<file path="src/dfs_pkg.sv">
package dfs_pkg;

  localparam int CNT_W  = 21;
  localparam int OFF_W  = 20;
  localparam int ADDR_W = 4;
  localparam int DATA_W = 64;

  localparam logic [7:0] NEWLINE_BYTE = 8'h0A;

  // register index, taken from paddr[3]
  localparam logic REG_SEP_BYTES  = 1'b0;
  localparam logic REG_SEP_LENGTH = 1'b1;

  typedef struct packed {
    logic [OFF_W-1:0] field_offset;
    logic [CNT_W-1:0] field_length;
    logic [CNT_W-1:0] field_row;
    logic [CNT_W-1:0] field_column;
    logic             closes_line;
    logic [CNT_W-1:0] lines_so_far;
    logic [CNT_W-1:0] longest_so_far;
    logic [CNT_W-1:0] fields_so_far;
    logic             final_field;
  } out_word_t;

endpackage

</file>
<file path="src/delimited_field_splitter.sv">
// delimited field splitter
// input channel: one text byte per word (in_text_byte, in_end_of_text) with
// in_valid/in_ready. result channel: one word per completed field, carrying
// offset, length, row, column and running totals, with out_valid/out_ready.
// the separator (up to MAX_SEPARATOR_BYTES bytes, first byte in bits 7:0) and
// its length are set through the apb port: separator at 0x0, length at 0x8.
// write them only while no text is in flight.
// a byte is taken into an input register, then the separator window compare
// and counter updates run into the result register, so a field word shows
// on out_valid once the byte that closes it has passed both registers.
// one byte per cycle is sustained while the receiver takes the field words;
// the state update of the counters and the byte window is the loop that sets that rate.
// if the receiver stalls, bytes that close no field keep flowing; a closing
// byte waits in the input register, and the input stalls after that one.
// reset (synchronous, rst_n low) empties both registers, clears all counters
// and loads a one-byte comma separator. after the end_of_text byte the text
// counters return to zero and the next byte starts a new text.
module delimited_field_splitter #(
  parameter int MAX_SEPARATOR_BYTES = 8,
  parameter int MAX_TEXT_BYTES      = 1048576
) (
  input  logic                        clk,
  input  logic                        rst_n,
  input  logic                        in_valid,
  output logic                        in_ready,
  input  logic [7:0]                  in_text_byte,
  input  logic                        in_end_of_text,
  output logic                        out_valid,
  input  logic                        out_ready,
  output logic [dfs_pkg::OFF_W-1:0]   out_field_offset,
  output logic [dfs_pkg::CNT_W-1:0]   out_field_length,
  output logic [dfs_pkg::CNT_W-1:0]   out_field_row,
  output logic [dfs_pkg::CNT_W-1:0]   out_field_column,
  output logic                        out_closes_line,
  output logic [dfs_pkg::CNT_W-1:0]   out_lines_so_far,
  output logic [dfs_pkg::CNT_W-1:0]   out_longest_so_far,
  output logic [dfs_pkg::CNT_W-1:0]   out_fields_so_far,
  output logic                        out_final_field,
  input  logic                        psel,
  input  logic                        penable,
  input  logic                        pwrite,
  input  logic [dfs_pkg::ADDR_W-1:0]  paddr,
  input  logic [dfs_pkg::DATA_W-1:0]  pwdata,
  output logic [dfs_pkg::DATA_W-1:0]  prdata,
  output logic                        pready
);
  import dfs_pkg::*;

  localparam int WIN_W     = 8 * MAX_SEPARATOR_BYTES;
  localparam int LIMIT_INT = (MAX_TEXT_BYTES < 1048576) ? MAX_TEXT_BYTES : 1048576;
  localparam logic [CNT_W-1:0] COUNT_LIMIT  = CNT_W'(LIMIT_INT);
  localparam logic [OFF_W-1:0] OFFSET_LIMIT = OFF_W'(LIMIT_INT - 1);
  localparam logic [3:0]       SEP_MAX      = 4'(MAX_SEPARATOR_BYTES);

  function automatic logic [CNT_W-1:0] sat_inc(input logic [CNT_W-1:0] v);
    sat_inc = (v >= COUNT_LIMIT) ? COUNT_LIMIT : v + CNT_W'(1);
  endfunction

  // configuration
  logic [63:0] sep_bytes_r;
  logic [3:0]  sep_len_r;
  logic        cfg_wr;

  assign pready = 1'b1;
  assign cfg_wr = psel && penable && pwrite && pready;
  assign prdata = (paddr[3] == REG_SEP_LENGTH) ? {60'd0, sep_len_r} : sep_bytes_r;

  always_ff @(posedge clk) begin
    if (!rst_n) begin
      sep_bytes_r <= 64'd44;
      sep_len_r   <= 4'd1;
    end else if (cfg_wr) begin
      if (paddr[3] == REG_SEP_BYTES) begin
        sep_bytes_r <= pwdata[63:0];
      end else begin
        sep_len_r <= pwdata[3:0];
      end
    end
  end

  // input register
  logic       in_v_r;
  logic [7:0] in_byte_r;
  logic       in_eot_r;
  logic       adv;

  assign in_ready = !in_v_r || adv;

  always_ff @(posedge clk) begin
    if (!rst_n) begin
      in_v_r <= 1'b0;
    end else if (in_ready) begin
      in_v_r <= in_valid;
    end
  end

  always_ff @(posedge clk) begin
    if (in_valid && in_ready) begin
      in_byte_r <= in_text_byte;
      in_eot_r  <= in_end_of_text;
    end
  end

  // text state
  logic [WIN_W-1:0] recent_r, recent_nxt;
  logic [CNT_W-1:0] bif_r, bif_nxt;
  logic [OFF_W-1:0] begin_r, begin_nxt;
  logic [CNT_W-1:0] pos_r, pos_nxt;
  logic [CNT_W-1:0] row_r, row_nxt;
  logic [CNT_W-1:0] col_r, col_nxt;
  logic [CNT_W-1:0] longest_r, longest_nxt;
  logic [CNT_W-1:0] total_r, total_nxt;

  logic [WIN_W+7:0] win_full;
  logic [WIN_W-1:0] window;
  logic [3:0]       sep_n;
  logic             win_match;
  logic             is_nl, sep_hit, emit, closes;
  logic [CNT_W-1:0] next_pos, cnt, len;
  out_word_t        res;

  assign win_full = {recent_r, in_byte_r};
  assign window   = win_full[WIN_W-1:0];

  always_comb begin
    if (sep_len_r == 4'd0) begin
      sep_n = 4'd1;
    end else if (sep_len_r > SEP_MAX) begin
      sep_n = SEP_MAX;
    end else begin
      sep_n = sep_len_r;
    end
  end

  // compare the newest n bytes against the separator, for every possible n
  always_comb begin
    logic m;
    win_match = 1'b0;
    for (int k = 1; k <= MAX_SEPARATOR_BYTES; k++) begin
      m = 1'b1;
      for (int i = 0; i < k; i++) begin
        if (window[8*i +: 8] != sep_bytes_r[8*(k-1-i) +: 8]) m = 1'b0;
      end
      if (sep_n == 4'(k)) win_match = m;
    end
  end

  always_comb begin
    next_pos = sat_inc(pos_r);
    cnt      = sat_inc(bif_r);
    is_nl    = (in_byte_r == NEWLINE_BYTE);
    sep_hit  = !is_nl && (cnt >= {17'd0, sep_n}) && win_match;
    emit     = is_nl || sep_hit || in_eot_r;
    closes   = is_nl || !sep_hit;
    if (is_nl) begin
      len = bif_r;
    end else if (sep_hit) begin
      len = cnt - {17'd0, sep_n};
    end else begin
      len = cnt;
    end

    longest_nxt = (len > longest_r) ? len : longest_r;
    total_nxt   = sat_inc(total_r);
    row_nxt     = closes ? sat_inc(row_r) : row_r;
    col_nxt     = closes ? '0 : sat_inc(col_r);

    res.field_offset   = begin_r;
    res.field_length   = len;
    res.field_row      = row_r;
    res.field_column   = col_r;
    res.closes_line    = closes;
    res.lines_so_far   = row_nxt;
    res.longest_so_far = longest_nxt;
    res.fields_so_far  = total_nxt;
    res.final_field    = in_eot_r;

    recent_nxt = '0;
    bif_nxt    = '0;
    pos_nxt    = next_pos;
    begin_nxt  = (next_pos > {1'b0, OFFSET_LIMIT}) ? OFFSET_LIMIT : next_pos[OFF_W-1:0];
    if (!emit) begin
      recent_nxt  = window;
      bif_nxt     = cnt;
      begin_nxt   = begin_r;
      row_nxt     = row_r;
      col_nxt     = col_r;
      longest_nxt = longest_r;
      total_nxt   = total_r;
    end else if (in_eot_r) begin
      pos_nxt     = '0;
      begin_nxt   = '0;
      row_nxt     = '0;
      col_nxt     = '0;
      longest_nxt = '0;
      total_nxt   = '0;
    end
  end

  // output register
  logic      out_v_r;
  out_word_t out_r;

  // a byte that closes no field never waits for the receiver
  assign adv = in_v_r && (!emit || !out_v_r || out_ready);

  always_ff @(posedge clk) begin
    if (!rst_n) begin
      recent_r  <= '0;
      bif_r     <= '0;
      begin_r   <= '0;
      pos_r     <= '0;
      row_r     <= '0;
      col_r     <= '0;
      longest_r <= '0;
      total_r   <= '0;
      out_v_r   <= 1'b0;
    end else begin
      if (adv) begin
        recent_r  <= recent_nxt;
        bif_r     <= bif_nxt;
        begin_r   <= begin_nxt;
        pos_r     <= pos_nxt;
        row_r     <= row_nxt;
        col_r     <= col_nxt;
        longest_r <= longest_nxt;
        total_r   <= total_nxt;
      end
      if (adv && emit) begin
        out_v_r <= 1'b1;
      end else if (out_ready) begin
        out_v_r <= 1'b0;
      end
    end
  end

  always_ff @(posedge clk) begin
    if (adv && emit) begin
      out_r <= res;
    end
  end

  assign out_valid          = out_v_r;
  assign out_field_offset   = out_r.field_offset;
  assign out_field_length   = out_r.field_length;
  assign out_field_row      = out_r.field_row;
  assign out_field_column   = out_r.field_column;
  assign out_closes_line    = out_r.closes_line;
  assign out_lines_so_far   = out_r.lines_so_far;
  assign out_longest_so_far = out_r.longest_so_far;
  assign out_fields_so_far  = out_r.fields_so_far;
  assign out_final_field    = out_r.final_field;

`ifndef SYNTHESIS
  a_count_nonzero: assert property (@(posedge clk) disable iff (!rst_n)
    out_v_r |-> out_r.fields_so_far != '0)
    else $error("field word with zero field count");

  a_longest_covers: assert property (@(posedge clk) disable iff (!rst_n)
    out_v_r |-> out_r.longest_so_far >= out_r.field_length)
    else $error("longest field below current field length");

  a_lines_step: assert property (@(posedge clk) disable iff (!rst_n)
    out_v_r |-> (out_r.lines_so_far == out_r.field_row ||
                 out_r.lines_so_far == out_r.field_row + CNT_W'(1)))
    else $error("line count out of step with field row");

  a_text_clear: assert property (@(posedge clk) disable iff (!rst_n)
    (adv && in_eot_r) |=> (total_r == '0 && pos_r == '0 && bif_r == '0))
    else $error("text state not cleared after end of text");
`endif

endmodule
</file>
<file path="config.mk">
export PLATFORM = sky130hd
export DESIGN_NAME = delimited_field_splitter
export DESIGN_NICKNAME = d
export VERILOG_FILES = /design/src/dfs_pkg.sv /design/src/delimited_field_splitter.sv
export SDC_FILE = /design/constraint.sdc
export NUM_CORES = 1
export LEC_CHECK = 0
export CAP_MARGIN = 40
export CORE_MARGIN = 4
export CORE_UTILIZATION = 55
export CTS_CLUSTER_DIAMETER = 150
export DETAILED_ROUTE_END_ITERATION = 10
export DONT_BUFFER_PORTS = 1
export PLACE_DENSITY = 0.7
export REMOVE_ABC_BUFFERS = 1
export SLEW_MARGIN = 20
export SYNTH_ARGS = -nofsm -noshare
export SYNTH_HDL_FRONTEND = slang
export SYNTH_SLANG_ARGS = --single-unit
</file>
<file path="constraint.sdc">
create_clock -name clk -period 12.1 [get_ports clk]
set_input_delay 0 -clock clk [delete_from_list [all_inputs] [get_ports clk]]
set_output_delay 0 -clock clk [all_outputs]
set_load 0.005 [all_outputs]
</file>
==> run summary <==
skew final - 0.02468 ns
clock tree buffer depth - 3
Peak Freq - 0.1349 GHz
Crit Path Class - reg2reg
final cycle utilization of the critical path - 61.27%
Synth Area in Simple Gates - 20.41%
reg2reg end - out_longest_so_far[8]
Total Die Area - 44980 um^2
std cell rows - 74
Slew HR - 43.26%
placed inst area - 22910 um^2
first-pass GRT wire length - 104200 um
1st-iter DRT viols - 1944
total wire length - 68260 um
CP Data Required Time - 12.43 ns
Critical Path Sink Type - register
Final #Nets - 2544
Static Leakage - 9.333 nW
Hold Vio Cnt, Final - 0
# setup viols final - 0
Power Density - 126.5 nW/um^2
initial core utilization - 55.84%
register area - 10160 um^2
Worst Setup EP - out_longest_so_far[8]
EDFF count, synth - 157
Yosys cell types - 78
Post-CTS Repair Setup Buffers - 0
multi-input logic area - 11660 um^2
GRT overflow - 0
setup slack at placement - 4.928 ns
drt wl/cell - 22.80 um
Max Cap Violations - 0
#FFs+latches synth - 429
complex-gate fraction of the synthesized area - 13.51%
crit path max fanout - 19
Antenna Nets Post-Route - 0
setup ws final - 4.686 ns
vias per inst - 6.169
CP Data Arrival Time - 7.74 ns
initial antenna violation count - 2
Mapped Cells - 2469
leading post-synthesis cells by cell area - dfxtp_1, edfxtp_1, xnor2_1
Reg clk slew, reported paths - 0.06 ns
largest net degree at the start of global routing - 188
Root Buffer - clkbuf_16
crit path time final - 7.414 ns
GRT Total Usage - 29.29%
TritonCTS Buffers - 45
post-synth top area share - 23.77%
WHS - 0.03623 ns
Final Instance Area - 25660 um^2
syn_area_per_cell - 9.277 um^2
io pins - 299
crit-path max cell delay - 0.68 ns
Worst Hold Class - in2out
Skew-Pair Late Insertion Delay - 0.59 ns
FF-to-FF setup slack - 4.69 ns
TNS Setup - 0 ns
CTS HTree Levels - 2
asr flop ratio synth - 0%
count leader, synth - nand2_1
post-synth top area cell - dfxtp_1
CTS Sinks - 429
residual DRC count - 0
Vert. Die Dim - 212.1 um
via count - 18460
synth cell count leaders - nand2_1, dfxtp_1, xnor2_1
CTS tree - built
cell area after synthesis - 22910 um^2
share of layout cells above drive strength 1 - 6.550%
xor and xnor area share after synthesis - 13.15%
GP Congestion - 1.031
maximum VDD drop - 0.09056 mV
I/O Buffers - 0
Layout area overhead - 12.04%
critical path's slowest cell - nor4_2
post-DP HPWL - 44810 um
RSZ-0062 raised after global routing - false
crit start category - register
Chip Width - 212.1 um
Slew @ Worst Pin - 0.8511 ns
post-synthesis adder-cell area fraction - 1.999%
Filler cells - 3267
FF-to-FF Start - bif_r[0]
largest family of logic cells by synthesized area - simple AND/OR/NAND/NOR gates
R2R depth - 25
outcome - completed
post-CTS resize count - 0
Setup crit start - bif_r[0]
Final Max Slew Viols - 0
core area - 41020 um^2
DRT Pass-1 Iters - 5
ys flop type - dfxtp_1
number of global-route vias before repair - 17830
Seq/Total Area, Yosys - 44.35%
Ys Warns - 0
post-synthesis mux area share - 1.606%
kinds of logic (layout without fill, tap and decap cells):
| logic type | count (synthesis) | after routing |
|---|---|---|
| multiplexers | 34 | 34 |
| buffers and inverters | 281 | 270 |
| flip-flops | 429 | 429 |
| AND/OR/NAND/NOR | 915 | 915 |
| adder cells (fa/ha/maj) | 36 | 36 |
| AO/OA/AOI/OAI | 429 | 429 |
| other | 1 | 4 |
| XOR/XNOR | 344 | 344 |
layer usage:
layer	part of all wire (%)	GRT usage, %	vias to the layer above
met5	0	0	-
met4	3.2	9.390	0
met3	7.7	5.519	139
met2	46	47.54	771
met1	43	39.88	9028
li1	-	-	8526
report_power, final:
part / internal, W / switching [W]
Sequential: 0.00151 / 0.0000385
Combinational: 0.0000940 / 0.000133
Clock: 0.000888 / 0.000582
how the worst min path moves through the flow:
| stage | startpoint | end | slack, ns | depth (start not counted) |
|---|---|---|---|---|
| floorplan | paddr[3] | prdata[10] | 0.03 | 1 |
| global placement | paddr[3] | prdata[35] | 0.04 | 1 |
| detailed placement | paddr[3] | prdata[6] | 0.04 | 1 |
| CTS | in_text_byte[1] | in_byte_r[1] | 0.02 | 1 |
| global route | in_text_byte[2] | in_byte_r[2] | 0.02 | 1 |
| finish | paddr[3] | prdata[6] | 0.04 | 1 |
placed cells by master, fill, tap and decap left out, drive strengths merged, types with 79 or more instances in the layout:
cell | synthesis | final
nor2b | 79 | 79
dlygate4sd3 | 0 | 103
nand3 | 128 | 128
xor2 | 130 | 130
a21boi | 150 | 150
edfxtp | 157 | 157
dfxtp | 272 | 272
nor2 | 97 | 97
nand2 | 318 | 318
xnor2 | 214 | 214
worst max-delay path, delay by kind of cell, from the launching register on:
family	cells	cell delay, ns
DFF	1	0.44
adders and majority gates	3	0.91
buffers and inverters	3	0.58
muxes	1	0.35
and+or+nand+nor	9	3.01
AOI/OAI and AO/OA	9	1.84
what timing repair did:
item                                    CTS  global route
hold buffers                            104             0
endpoints found under the setup margin    0             0
endpoints found under the hold margin   208             0
through the flow:
stage / power (W) / util, % / std cells
global route: 0.003350 / 62.56 / 2992
CTS: 0.003265 / 62.26 / 2983
floorplan: 0.001696 / - / 2241
detailed placement: 0.001766 / 55.85 / 2798
global placement: 0.001759 / 55.64 / 2791
finish: 0.003246 / 62.57 / 2993
flip-flops by register name, summed over array words and instances (netlist names), 21 cells and up:
name / flops
out_lines_so_far: 21
sep_bytes_r: 64
out_field_length: 21
recent_r: 56
out_field_row: 21
out_longest_so_far: 21
pos_r: 21
col_r: 21
out_field_column: 21
total_r: 21
longest_r: 21
row_r: 21
bif_r: 21
out_fields_so_far: 21
cell type report:
type / count / share of cell area [%]
Multi-Input combinational cell: 1759 / 45.42
Sequential cell: 429 / 39.59
Timing Repair Buffer: 136 / 5.446
Clock buffer: 60 / 4.934
Tap cell: 532 / 2.594
Clock inverter: 21 / 1.194
Inverter: 53 / 0.7947
Antenna cell: 3 / 0.02925
No activity file was read; power rests on OpenSTA's default activity.
